<file path="src/hw/rtl/assert_macros.svh">
// Assertion macros shared by the tachometer RTL.
`ifndef ASSERT_MACROS_SVH
`define ASSERT_MACROS_SVH

// Check a property on every rising edge of clk outside reset.
`define SPT_ASSERT(label, prop, msg) \
  label: assert property (@(posedge clk) disable iff (!rst_n) prop) else $error(msg);

// Check that a condition never holds on a rising edge of clk outside reset.
`define SPT_NEVER(label, cond, msg) \
  label: assert property (@(posedge clk) disable iff (!rst_n) !(cond)) else $error(msg);

`endif

</file>
<file path="src/hw/rtl/sptach_pkg.sv">
// Types, widths and constants of the spindle period tachometer.
package sptach_pkg;

  localparam int TIME_BITS = 32;
  localparam int TS_W      = 32;
  localparam int OP_W      = 2;
  localparam int SYNC_W    = 15;
  localparam int SPEED_W   = 16;
  localparam int RPM_W     = 16;
  localparam int FEED_W    = 31;

  localparam int SPEED_NUM = 100000000;
  localparam int NUM_BITS  = $clog2(SPEED_NUM + 1);

  localparam int RPM_X_W   = SPEED_W + 2;
  localparam int RPM_DIV   = 5;
  localparam int RPM_REM_W = $clog2(RPM_DIV);

  localparam int MUL_STEPS = SYNC_W;
  localparam int RPM_STEPS = RPM_X_W;
  localparam int RES_CNT_W = $clog2(RPM_STEPS + 1);
  localparam int DIV_CNT_W = $clog2(NUM_BITS + 1);

  localparam logic [OP_W-1:0] OP_PULSE   = 2'd0;
  localparam logic [OP_W-1:0] OP_RESTART = 2'd1;
  localparam logic [OP_W-1:0] OP_STATUS  = 2'd2;

  localparam logic [SPEED_W-1:0] SPEED_MAX = '1;

  typedef struct packed {
    logic                 start;
    logic [TIME_BITS-1:0] den;
  } div_req_t;

  typedef struct packed {
    logic               done;
    logic               sat;
    logic [SPEED_W-1:0] quot;
  } div_rsp_t;

  typedef struct packed {
    logic               start;
    logic [SPEED_W-1:0] speed;
    logic [SYNC_W-1:0]  sync;
  } res_req_t;

  typedef struct packed {
    logic              done;
    logic [RPM_W-1:0]  rpm;
    logic [FEED_W-1:0] feed;
  } res_rsp_t;

endpackage

</file>
<file path="src/hw/rtl/spindle_period_tachometer_top.sv">
// Spindle period tachometer: top level with control sequencer and result register.
//
// Input channel (in_valid / in_stall): one item carries an opcode (spindle pulse,
// restart warm-up or status read), a microsecond timestamp and a feed sync speed.
// An item is taken on an edge with in_valid high and in_stall low. The block holds
// one item at a time and raises in_stall from acceptance until its result has been
// placed in the output register.
// Result channel (out_valid / out_stall): one result per item with the held speed,
// rpm, feed product, ready flag and saturation flag; a result is taken on an edge
// with out_valid high and out_stall low, and holds while out_stall is high.
// A measured pulse runs the serial divider (27 steps, one quotient bit a cycle)
// and then the serial result unit (18 steps); other items skip the divider.
// in_stall falls in the same cycle as out_valid rises, so the next item can be
// taken while its predecessor's result is still offered on the output.
// The result register lets the next item enter while a result waits under stall.
// Reset (rst_n low, synchronous) clears the last pulse time, phase and speed, sets
// warm-up, and empties the result register.
`include "assert_macros.svh"

module spindle_period_tachometer_top
  import sptach_pkg::*;
(
  input  logic                clk,
  input  logic                rst_n,
  input  logic                in_valid,
  output logic                in_stall,
  input  logic [OP_W-1:0]     in_opcode,
  input  logic [TS_W-1:0]     in_timestamp_us,
  input  logic [SYNC_W-1:0]   in_feed_sync_speed,
  output logic                out_valid,
  input  logic                out_stall,
  output logic [SPEED_W-1:0]  out_rps_x100,
  output logic [RPM_W-1:0]    out_rpm,
  output logic [FEED_W-1:0]   out_feed_product,
  output logic                out_ready_res,
  output logic                out_saturated
);

  typedef enum logic [1:0] {
    S_IDLE,
    S_DIV,
    S_RES,
    S_HOLD
  } state_t;

  state_t                state_r;
  logic [TIME_BITS-1:0]  last_time_r;
  logic [TIME_BITS-1:0]  delta_r;
  logic                  phase_r;
  logic                  warming_r;
  logic [SPEED_W-1:0]    speed_r;
  logic                  sat_r;
  logic [SYNC_W-1:0]     sync_r;
  logic                  div_start_r;
  logic                  res_start_r;
  logic                  out_valid_r;
  logic [SPEED_W-1:0]    out_rps_r;
  logic [RPM_W-1:0]      out_rpm_r;
  logic [FEED_W-1:0]     out_feed_r;
  logic                  out_ready_r;
  logic                  out_sat_r;

  logic                  in_acc;
  logic                  out_free;
  logic [TIME_BITS-1:0]  ts;
  logic [TIME_BITS-1:0]  delta_nxt;
  div_req_t              div_req;
  div_rsp_t              div_rsp;
  res_req_t              res_req;
  res_rsp_t              res_rsp;

  assign in_stall  = (state_r != S_IDLE);
  assign in_acc    = in_valid && !in_stall;
  assign out_free  = !out_valid_r || !out_stall;
  assign ts        = TIME_BITS'(in_timestamp_us);
  assign delta_nxt = ts - last_time_r;

  assign div_req.start = div_start_r;
  assign div_req.den   = delta_r;
  assign res_req.start = res_start_r;
  assign res_req.speed = speed_r;
  assign res_req.sync  = sync_r;

  sptach_div u_div (
    .clk   (clk),
    .rst_n (rst_n),
    .req   (div_req),
    .rsp   (div_rsp)
  );

  sptach_res u_res (
    .clk   (clk),
    .rst_n (rst_n),
    .req   (res_req),
    .rsp   (res_rsp)
  );

  always_ff @(posedge clk) begin
    if (!rst_n) begin
      state_r     <= S_IDLE;
      last_time_r <= '0;
      phase_r     <= 1'b0;
      warming_r   <= 1'b1;
      speed_r     <= '0;
      sat_r       <= 1'b0;
      div_start_r <= 1'b0;
      res_start_r <= 1'b0;
      out_valid_r <= 1'b0;
    end else begin
      div_start_r <= 1'b0;
      res_start_r <= 1'b0;
      if (out_valid_r && !out_stall) begin
        out_valid_r <= 1'b0;
      end
      unique case (state_r)
        S_IDLE: begin
          if (in_acc) begin
            sync_r <= in_feed_sync_speed;
            sat_r  <= 1'b0;
            state_r     <= S_RES;
            res_start_r <= 1'b1;
            unique case (in_opcode)
              OP_PULSE: begin
                last_time_r <= ts;
                delta_r     <= delta_nxt;
                phase_r     <= !phase_r;
                if (phase_r) begin
                  warming_r <= 1'b0;
                end
                if (!warming_r) begin
                  if (delta_nxt == '0) begin
                    speed_r <= SPEED_MAX;
                    sat_r   <= 1'b1;
                  end else begin
                    res_start_r <= 1'b0;
                    div_start_r <= 1'b1;
                    state_r     <= S_DIV;
                  end
                end
              end
              OP_RESTART: begin
                warming_r <= 1'b1;
              end
              default: begin
              end
            endcase
          end
        end
        S_DIV: begin
          if (div_rsp.done) begin
            speed_r     <= div_rsp.quot;
            sat_r       <= div_rsp.sat;
            res_start_r <= 1'b1;
            state_r     <= S_RES;
          end
        end
        S_RES: begin
          if (res_rsp.done) begin
            if (out_free) begin
              out_valid_r <= 1'b1;
              out_rps_r   <= speed_r;
              out_rpm_r   <= res_rsp.rpm;
              out_feed_r  <= res_rsp.feed;
              out_ready_r <= !warming_r;
              out_sat_r   <= sat_r;
              state_r     <= S_IDLE;
            end else begin
              state_r <= S_HOLD;
            end
          end
        end
        S_HOLD: begin
          if (out_free) begin
            out_valid_r <= 1'b1;
            out_rps_r   <= speed_r;
            out_rpm_r   <= res_rsp.rpm;
            out_feed_r  <= res_rsp.feed;
            out_ready_r <= !warming_r;
            out_sat_r   <= sat_r;
            state_r     <= S_IDLE;
          end
        end
        default: begin
          state_r <= S_IDLE;
        end
      endcase
    end
  end

  assign out_valid        = out_valid_r;
  assign out_rps_x100     = out_rps_r;
  assign out_rpm          = out_rpm_r;
  assign out_feed_product = out_feed_r;
  assign out_ready_res    = out_ready_r;
  assign out_saturated    = out_sat_r;

  `SPT_ASSERT(a_acc_busy, in_acc |=> (state_r != S_IDLE), "accepted item left block idle")
  `SPT_ASSERT(a_sat_max, out_valid && out_saturated |-> out_rps_x100 == SPEED_MAX, "saturated below max")
  `SPT_ASSERT(a_rpm_le, out_valid |-> out_rpm <= out_rps_x100, "rpm exceeds rps_x100")
  `SPT_NEVER(a_start_excl, div_start_r && res_start_r, "divider and result unit started together")

endmodule

</file>
<file path="src/hw/rtl/sptach_div.sv">
// Bit-serial restoring divider: speed numerator over the pulse interval.
module sptach_div
  import sptach_pkg::*;
(
  input  logic     clk,
  input  logic     rst_n,
  input  div_req_t req,
  output div_rsp_t rsp
);

  logic                  busy_r;
  logic                  done_r;
  logic [DIV_CNT_W-1:0]  cnt_r;
  logic [NUM_BITS-1:0]   num_r;
  logic [NUM_BITS-1:0]   quo_r;
  logic [TIME_BITS-1:0]  rem_r;
  logic [TIME_BITS-1:0]  den_r;

  logic [TIME_BITS:0]    trial;
  logic [TIME_BITS:0]    diff;
  logic                  ge;
  logic [TIME_BITS-1:0]  rem_nxt;

  assign trial   = {rem_r, num_r[NUM_BITS-1]};
  assign diff    = trial - {1'b0, den_r};
  assign ge      = trial >= {1'b0, den_r};
  assign rem_nxt = ge ? diff[TIME_BITS-1:0] : trial[TIME_BITS-1:0];

  always_ff @(posedge clk) begin
    if (!rst_n) begin
      busy_r <= 1'b0;
      done_r <= 1'b0;
      cnt_r  <= '0;
    end else begin
      done_r <= 1'b0;
      if (req.start) begin
        busy_r <= 1'b1;
        cnt_r  <= '0;
      end else if (busy_r) begin
        cnt_r <= cnt_r + 1'b1;
        if (cnt_r == DIV_CNT_W'(NUM_BITS - 1)) begin
          busy_r <= 1'b0;
          done_r <= 1'b1;
        end
      end
    end
  end

  always_ff @(posedge clk) begin
    if (req.start) begin
      num_r <= NUM_BITS'(SPEED_NUM);
      quo_r <= '0;
      rem_r <= '0;
      den_r <= req.den;
    end else if (busy_r) begin
      num_r <= {num_r[NUM_BITS-2:0], 1'b0};
      quo_r <= {quo_r[NUM_BITS-2:0], ge};
      rem_r <= rem_nxt;
    end
  end

  assign rsp.done = done_r;
  assign rsp.sat  = |quo_r[NUM_BITS-1:SPEED_W];
  assign rsp.quot = rsp.sat ? SPEED_MAX : quo_r[SPEED_W-1:0];

endmodule

</file>
<file path="src/hw/rtl/sptach_res.sv">
// Bit-serial result unit: feed product by shift-add, rpm by serial divide by five.
module sptach_res
  import sptach_pkg::*;
(
  input  logic     clk,
  input  logic     rst_n,
  input  res_req_t req,
  output res_rsp_t rsp
);

  logic                  busy_r;
  logic                  done_r;
  logic [RES_CNT_W-1:0]  cnt_r;
  logic [SPEED_W-1:0]    mcand_r;
  logic [FEED_W-1:0]     prod_r;
  logic [RPM_X_W-1:0]    xs_r;
  logic [RPM_X_W-1:0]    rq_r;
  logic [RPM_REM_W-1:0]  rem_r;

  logic [SPEED_W:0]      psum;
  logic [FEED_W-1:0]     prod_nxt;
  logic [RPM_REM_W:0]    t;
  logic                  t_ge;
  logic [RPM_REM_W:0]    t_sub;
  logic [RPM_REM_W-1:0]  rem_nxt;
  logic [RPM_X_W-1:0]    x3;

  assign psum     = prod_r[0] ? ({1'b0, prod_r[FEED_W-1:SYNC_W]} + {1'b0, mcand_r})
                              : {1'b0, prod_r[FEED_W-1:SYNC_W]};
  assign prod_nxt = {psum, prod_r[SYNC_W-1:1]};

  assign t       = {rem_r, xs_r[RPM_X_W-1]};
  assign t_ge    = t >= (RPM_REM_W + 1)'(RPM_DIV);
  assign t_sub   = t - (RPM_REM_W + 1)'(RPM_DIV);
  assign rem_nxt = t_ge ? t_sub[RPM_REM_W-1:0] : t[RPM_REM_W-1:0];

  assign x3 = {1'b0, req.speed, 1'b0} + {2'b00, req.speed};

  always_ff @(posedge clk) begin
    if (!rst_n) begin
      busy_r <= 1'b0;
      done_r <= 1'b0;
      cnt_r  <= '0;
    end else begin
      done_r <= 1'b0;
      if (req.start) begin
        busy_r <= 1'b1;
        cnt_r  <= '0;
      end else if (busy_r) begin
        cnt_r <= cnt_r + 1'b1;
        if (cnt_r == RES_CNT_W'(RPM_STEPS - 1)) begin
          busy_r <= 1'b0;
          done_r <= 1'b1;
        end
      end
    end
  end

  always_ff @(posedge clk) begin
    if (req.start) begin
      mcand_r <= req.speed;
      prod_r  <= {{SPEED_W{1'b0}}, req.sync};
      xs_r    <= x3;
      rq_r    <= '0;
      rem_r   <= '0;
    end else if (busy_r) begin
      if (cnt_r < RES_CNT_W'(MUL_STEPS)) begin
        prod_r <= prod_nxt;
      end
      xs_r  <= {xs_r[RPM_X_W-2:0], 1'b0};
      rq_r  <= {rq_r[RPM_X_W-2:0], t_ge};
      rem_r <= rem_nxt;
    end
  end

  assign rsp.done = done_r;
  assign rsp.rpm  = rq_r[RPM_W-1:0];
  assign rsp.feed = prod_r;

endmodule

</file>
<file path="config.mk">
export PLATFORM = sky130hd
export DESIGN_NAME = spindle_period_tachometer_top
export DESIGN_NICKNAME = d
export VERILOG_FILES = /design/src/hw/rtl/sptach_pkg.sv /design/src/hw/rtl/spindle_period_tachometer_top.sv /design/src/hw/rtl/sptach_div.sv /design/src/hw/rtl/sptach_res.sv
export VERILOG_INCLUDE_DIRS = /design/src /design/src/hw/rtl
export SDC_FILE = /design/constraint.sdc
export NUM_CORES = 1
export LEC_CHECK = 0
export ABC_CLOCK_PERIOD_IN_PS = 8400
export BUFFER_PORTS_ARGS = -buffer_cell sky130_fd_sc_hd__buf_4
export CORE_MARGIN = 1.5
export CORE_UTILIZATION = 40
export DETAILED_ROUTE_END_ITERATION = 10
export SYNTH_ARGS = -nofsm -noshare
export SYNTH_HDL_FRONTEND = slang
export SYNTH_SLANG_ARGS = --single-unit
</file>
<file path="constraint.sdc">
create_clock -name clk -period 8.4 [get_ports clk]
set_clock_uncertainty 0.15 [all_clocks]
set_input_delay 0 -clock clk [delete_from_list [all_inputs] [get_ports clk]]
set_output_delay 0 -clock clk [all_outputs]
set_load 0.01 [all_outputs]
</file>
==> results of run 1 <==
## cell usage after synthesis (all sizes together) (14+ instances only)
master	number
mux2i	85
a21boi	34
and3	14
o221ai	19
clkbuf	63
xnor2	43
buf	16
xor2	34
inv	109
dfxtp	183
o21ai	71
mux2	27
nand4	15
o21a	15
a211oi	51
a21o	35
a21oi	99
edfxtp	193
nor2	171
nor3	34
nor2b	16
ha	102
nand3	25
nand2	158
## critical path: stages, from the launching register on
cell       delay, ns
dfxtp_1         0.33
ha_1            0.17
inv_1           0.05
fa_1            0.41
a211oi_2        0.39
o211ai_2        0.22
a2111oi_4       0.44
nor3_1          0.16
o311ai_1        0.29
o211ai_1        0.16
nor4_1          0.25
nand4_1         0.16
or4_1           0.81
o221ai_1        0.31
## cells by family (layout without fill, tap and decap cells)
family | Yosys count | after routing | synth area share [%]
and+or+nand+nor | 506 | 506 | 12.4
xor gates and xnor gates | 77 | 77 | 3.63
buffers and inverters | 188 | 442 | 3.85
other | 0 | 1 | 0
adders and majority gates | 106 | 106 | 7.29
AOI/OAI and AO/OA | 423 | 423 | 15.7
muxes | 112 | 112 | 6.23
DFF | 376 | 376 | 50.9
## worst max-delay path by stage
stage / slack (ns) / end / start / depth (start not counted)
2_1_floorplan: 2.33 / out_feed_product[0]$_DFFE_PP_ / state_r[1]$_SDFFE_PN0P_ / 2
3_3_place_gp: 4.07 / sat_r$_SDFFE_PN0P_ / last_time_r[0]$_SDFFE_PN0P_ / 13
3_5_place_dp: 3.99 / sat_r$_SDFFE_PN0P_ / last_time_r[0]$_SDFFE_PN0P_ / 13
4_1_cts: 3.98 / sat_r$_SDFFE_PN0P_ / last_time_r[0]$_SDFFE_PN0P_ / 13
5_1_grt: 3.68 / state_r[1]$_SDFFE_PN0P_ / last_time_r[0]$_SDFFE_PN0P_ / 14
6_report: 3.99 / sat_r$_SDFFE_PN0P_ / last_time_r[0]$_SDFFE_PN0P_ / 13
## through the flow
stage	instances	util (%)	total power, mW	setup WS (ns)	hold slack, ns
floorplan	1788	-	2.71	2.33	-0.0511
global placement	2438	43.9	2.87	4.07	0.0292
detailed placement	2438	43.9	2.88	3.99	0.0305
CTS	2642	49.5	4.63	3.98	0.000200
global route	2642	49.5	4.82	3.68	0.0104
finish	2643	49.5	4.58	3.99	0.0377
## metal layers
metal  global-route usage [%]  part of all wire, %
met4                     4.74                  2.1
met1                     22.2                   49
met5                        0                    0
met3                     2.96                  3.6
met2                     27.0                   46
## layout by cell type, fill, tap and decap left out, drive strengths merged, types with 9 or more instances in the layout
cell / instances
dfxtp: 183
inv: 111
o21a: 15
or2: 11
nor2: 171
dlygate4sd3: 130
clkbuf: 63
a31oi: 12
o221ai: 19
a21o: 35
nand2b: 10
a21oi: 99
edfxtp: 193
nor3: 34
xnor2: 43
xor2: 34
nand3: 25
a211oi: 51
ha: 102
buf: 129
nor2b: 16
and2: 12
o211ai: 13
nand4: 15
a2111oi: 9
a21boi: 34
o21ai: 71
and3: 14
nand2: 158
mux2: 27
or3: 11
mux2i: 85
## final cells by class
cell class	count	area, µm²
Antenna cell	1	2.50
Clock buffer	63	1140
Clock inverter	11	109
Fill cell	4158	23100
Inverter	109	409
Multi-Input combinational cell	1224	8460
Sequential cell	376	9470
Tap cell	600	751
Timing Repair Buffer	259	2270
## registers in the layout (all words and copies together), names as in the netlist, 2 cells and up
signal            cells
u_div.quo_r          27
out_rps_x100         16
u_res.mcand_r        16
state_r               2
u_res.rem_r           3
out_feed_product     31
u_div.num_r          19
u_res.prod_r         31
u_div.cnt_r           5
u_res.rq_r           16
delta_r              32
u_res.xs_r           18
last_time_r          32
u_div.rem_r          32
sync_r               15
u_res.cnt_r           5
speed_r              16
out_rpm              16
u_div.den_r          32
## power breakdown
| part | internal (mW) | switching, mW |
|---|---|---|
| Sequential | 2.03 | 0.0684 |
| Clock | 0.972 | 0.726 |
| Combinational | 0.360 | 0.425 |
| Total | 3.37 | 1.22 |
==> flow_summary.yaml, run 1 <==
outcome:
  status: "finished, final reports clean"
placed_design:
  place_congestion: 0.852
  io_buffers: 119
  place_area_um2: 20100
  hpwl_mm: 25.8
floorplan:
  fp.dieW_um: 219
  die_y_um: 219
  ioPinCount: 120
  rows: 78
  initial_core_util_pct: 40.7
  core_area_um2: 45700
  fp.dieArea_um2: 47800
hold_path:
  hold_depth: 2
  holdPathEnd: "sync_r[9]$_DFFE_PP_"
  timing.hold.worst.class: "primary input to flip-flop"
  hp-start: "in_feed_sync_speed[9]"
cts:
  cts_max_level: 2
  post-cts-setup-buffers: 0
  cts_root_buf: "clkbuf_16"
  path_clk_slew_ns: 0.06
  tritoncts: "done"
  ctsHoldBuffers: 130
  clk_latency_ns: 0.56
  cts.sinks: 376
  cts_resized: 0
  cts_max_path_buffers: 3
  cts_buffers: 41
synth:
  yosysSeqAreaShare_pct: 50.9
  syn_nets: 1947
  syn-instance-count: 1788
  syn_avg_cell_area_um2: 10.4
  synth-edff-count: 193
  ys_seq_elements: 376
  yosysWarnings: 0
  synth_area_leaders: "edfxtp_1, dfxtp_1, ha_1, mux2i_1, nor2_1"
  synthArstFlopShare_pct: 0
  syn-cell-area_um2: 18600
  synth_ff_type: "edfxtp_1"
  synth_cell_types: 77
  synth_top_cell_area_share_pct: 31.2
  yosysTopAreaCell: "edfxtp_1"
routing:
  num_vias: 13600
  wl_per_cell_um: 14.8
  finalWirelength_mm: 39.1
  ant_nets: 0
  drtIter0Drc: 746
  vias_per_cell: 5.16
  drc: 0
  drt-pass1-iter-count: 5
layout:
  final_nets: 2170
  areaGrowthSynthToFinish_pct: 21.6
  final_area_um2: 22600
  layout-drive-gt1-share_pct: 12.2
timing:
  final_max_slew_viol_count: 0
  hold_violations: 0
  finalCritPeriodShare_pct: 52.5
  setup_violations: 0
  rsz0062_at_grt: "no"
  fmax_ghz: 0.227
  worstMarginPinSlew_ns: 1.19
  slew_headroom_pct: 20.4
  fin_setup_tns_ns: 0
  fin_crit_ns: 4.41
setup_path:
  cp.required_ns: 8.72
  r2r_start: "last_time_r[0]$_SDFFE_PN0P_"
  r2r_setup_slack_ns: 3.99
  critical_path_class: "flip-flop to flip-flop"
  cp_max_fo: 17
  arrival_ns: 4.73
  r2r_cells: 13
  r2r_end: "sat_r$_SDFFE_PN0P_"
  worst_setup_path_start_kind: "flip-flop"
  cp-end-kind: "flip-flop"
global_route:
  grt_remaining_overflow: 0
  antenna_found_initial: 0
  grt_pass1_vias: 13300
  grt_max_degree: 82
  grt_pass1_wl_mm: 65.2
  track_usage_pct: 16.5
flow_run:
  cap_violations: 0
power:
  ir_worst_vdd_mv: 0.177
  power.leakage_nw: 8.82
  power.density_nw_per_um2: 203
(Power assumes the default switching activity.)
==> run 2, diff against run 1 <==
--- a/config.mk
+++ b/config.mk
@@ -6,7 +6,8 @@
 export SDC_FILE = /design/constraint.sdc
 export NUM_CORES = 1
 export LEC_CHECK = 0
-export ABC_CLOCK_PERIOD_IN_PS = 8400
+export ABC_AREA = 1
+export ABC_CLOCK_PERIOD_IN_PS = 4200
 export BUFFER_PORTS_ARGS = -buffer_cell sky130_fd_sc_hd__buf_4
 export CORE_MARGIN = 1.5
 export CORE_UTILIZATION = 40
==> constraint.sdc (replaced) <==
create_clock -name clk -period 4.2 [get_ports clk]
set_clock_uncertainty 0.15 [all_clocks]
set_input_delay 0 -clock clk [delete_from_list [all_inputs] [get_ports clk]]
set_output_delay 0 -clock clk [all_outputs]
set_load 0.01 [all_outputs]
==> run 2 against run 1 <==
  * First-iteration DRC count rose by 2.1%
  * Hold slack got worse by 0.014 ns
  * Wire length rose by 13%
  * Combinational power rose to 3.1 times the previous value
  * Count of clock-buffer cells in the layout fell by 5
  * Sequential power rose by 120%
  * Critical path type unchanged
==> flow_summary.yaml, run 2 <==
global_route:
  grt_remaining_overflow: 0
  grt_pass1_vias: 15400
  track_usage_pct: 17.8
  grt_pass1_wl_mm: 73.7
  grt_max_degree: 65
  antenna_found_initial: 0
setup_path:
  critPathSlowestCell: "dlygate4sd3_1"
  cp_slowest_stage_delay_ns: 0.57
  crit_chain: "ha_1 -> inv_1 -> fa_1 -> nand3_1 -> nand3_1 -> nand2_1 -> nand2_1 -> nand2_1 -> nand2_1 -> nand2_1 -> nand2_1 -> nand2_1 -> nand2_1 -> nor2_1 -> nand2_1 -> nor2_1 -> nand3_1 -> nand4_1 -> nand2_1 -> dlygate4sd3_1 -> inv_1"
  path_buf_inv: 3
  cp.required_ns: 4.56
  worst_setup_path_start_kind: "flip-flop"
  cpLargestDelayFamily: "simple AND/OR/NAND/NOR gates"
  cp-end-kind: "flip-flop"
  critical_path_class: "flip-flop to flip-flop"
  crit_top_cell: "nand2_1"
  cp_max_fo: 4
  arrival_ns: 3.83
placed_design:
  place_area_um2: 21000
  io_buffers: 119
  place_congestion: 0.946
  hpwl_mm: 32.1
timing:
  setup_violations: 0
  hold_violations: 0
  fin_setup_tns_ns: 0
  final_max_slew_viol_count: 0
  fmax_ghz: 0.288
  worstMarginPinSlew_ns: 0.865
  slew_headroom_pct: 42.2
  fin_crit_ns: 3.47
  fin_hold_ws_ns: 0.0242
  rsz0062_at_grt: "no"
  finalCritPeriodShare_pct: 82.7
synth:
  synth_cell_types: 48
  yosysWarnings: 0
  synthXorXnorAreaFrac_pct: 2.75
  ys_top_cells_by_count: "nand2_1, inv_1, nor2_1"
  synth_top_family_by_area: "simple AND/OR/NAND/NOR gates"
  synth_compound_area_share_pct: 11.0
  synth_mux_area_share_pct: 0
  syn-instance-count: 2398
  yosys.cell_count.top_type: "nand2_1"
  syn_nets: 2557
  synthArstFlopShare_pct: 0
  synth-simple-area-share_pct: 21.6
  yosysSeqAreaShare_pct: 48.6
  syn-cell-area_um2: 19400
  synth_adder_area_share_pct: 6.97
  yosysTopAreaCell: "edfxtp_1"
  synth_top_cell_area_share_pct: 29.8
  synth_ff_type: "edfxtp_1"
  synth-edff-count: 193
  synth_area_leaders: "edfxtp_1, dfxtp_1, nand2_1, inv_1, ha_1"
  syn_avg_cell_area_um2: 8.11
  ys_seq_elements: 376
routing:
  finalWirelength_mm: 44.1
  drt-pass1-iter-count: 7
  vias_per_cell: 4.84
  ant_nets: 0
  wl_per_cell_um: 13.5
  num_vias: 15900
  drc: 0
  drtIter0Drc: 762
cts:
  clk_latency_ns: 0.58
  cts_root_buf: "clkbuf_16"
  cts.sinks: 376
  cts_resized: 0
  ctsHoldBuffers: 100
  cts_max_level: 2
  cts_buffers: 44
  post-cts-setup-buffers: 0
  cts_max_path_buffers: 3
  path_clk_slew_ns: 0.06
  tritoncts: "done"
layout:
  final_area_um2: 23600
  n_antenna_cell: 0
  final_cell_mix: "nand2_1, inv_1, nor2_1"
  multi_input_area_um2: 8240
  fill_cells: 4609
  final_nets: 2784
  layout-drive-gt1-share_pct: 9.70
  seqCellArea_um2: 9460
  areaGrowthSynthToFinish_pct: 21.4
  final_common_cell: "nand2_1"
floorplan:
  ioPinCount: 120
  die_y_um: 223
  core_area_um2: 47800
  fp.dieW_um: 223
  rows: 80
  initial_core_util_pct: 40.6
  fp.dieArea_um2: 50000
hold_path:
  timing.hold.worst.class: "primary input to flip-flop"
flow_run:
  cap_violations: 0
outcome:
  status: "finished, final reports clean"
power:
  ir_worst_vdd_mv: 0.317
  total_power_mw: 11.1
  power.density_nw_per_um2: 471
  power.leakage_nw: 11.0
## run 2: logic make-up after synthesis
| logic type | after synthesis |
|---|---|
| and+or+nand+nor | 1004 |
| buffers and inverters | 465 |
| AOI/OAI and AO/OA | 386 |
| DFF | 376 |
| adders and majority gates | 106 |
| xor gates and xnor gates | 61 |
## run 2: power breakdown
| group | switching (mW) | leakage [nW] | internal (mW) |
|---|---|---|---|
| Clock | 1.54 | 0.751 | 2.43 |
| Sequential | 0.283 | 3.29 | 4.42 |
| Combinational | 1.51 | 6.92 | 0.934 |
## run 2: path summary, 6_finish.rpt
kind	start	to	slack (ns)	depth (start not counted)
hold / removal	in_feed_sync_speed[6]	sync_r[6]$_DFFE_PP_	0.02	2
hold reg to reg	delta_r[31]$_DFFE_PP_	u_div.den_r[31]$_DFFE_PP_	0.26	0
setup reg to reg	last_time_r[0]$_SDFFE_PN0P_	res_start_r$_SDFF_PN0_	0.73	21
setup / recovery	last_time_r[0]$_SDFFE_PN0P_	res_start_r$_SDFF_PN0_	0.73	21
## run 2: cell type report
type	instances	area share, %
inverters	409	6.50
well taps	615	3.26
flip-flops and latches	376	40.1
clock inverters	24	1.39
multi-input cells	1557	34.9
repair buffers	237	8.68
clock buffers	58	5.15
## run 2: per-stage QoR
step           setup slack, ns  cells  util (%)
2_1_floorplan            0.406   2398         -
3_3_place_gp              1.06   3091      43.9
3_5_place_dp              1.03   3091      43.9
4_1_cts                  0.747   3273      49.3
5_1_grt                  0.397   3276      49.3
6_report                 0.727   3276      49.3
## run 2: routing by layer
| metal | up-vias | routed length, µm | share of wire, % | GRT usage (%) |
|---|---|---|---|---|
| li1 | 8222 | - | - | - |
| met4 | 0 | 1270 | 2.9 | 6.69 |
| met3 | 82 | 1460 | 3.3 | 2.57 |
| met1 | 7296 | 20700 | 47 | 22.8 |
| met5 | - | 0 | 0 | 0 |
| met2 | 257 | 20700 | 47 | 30.4 |
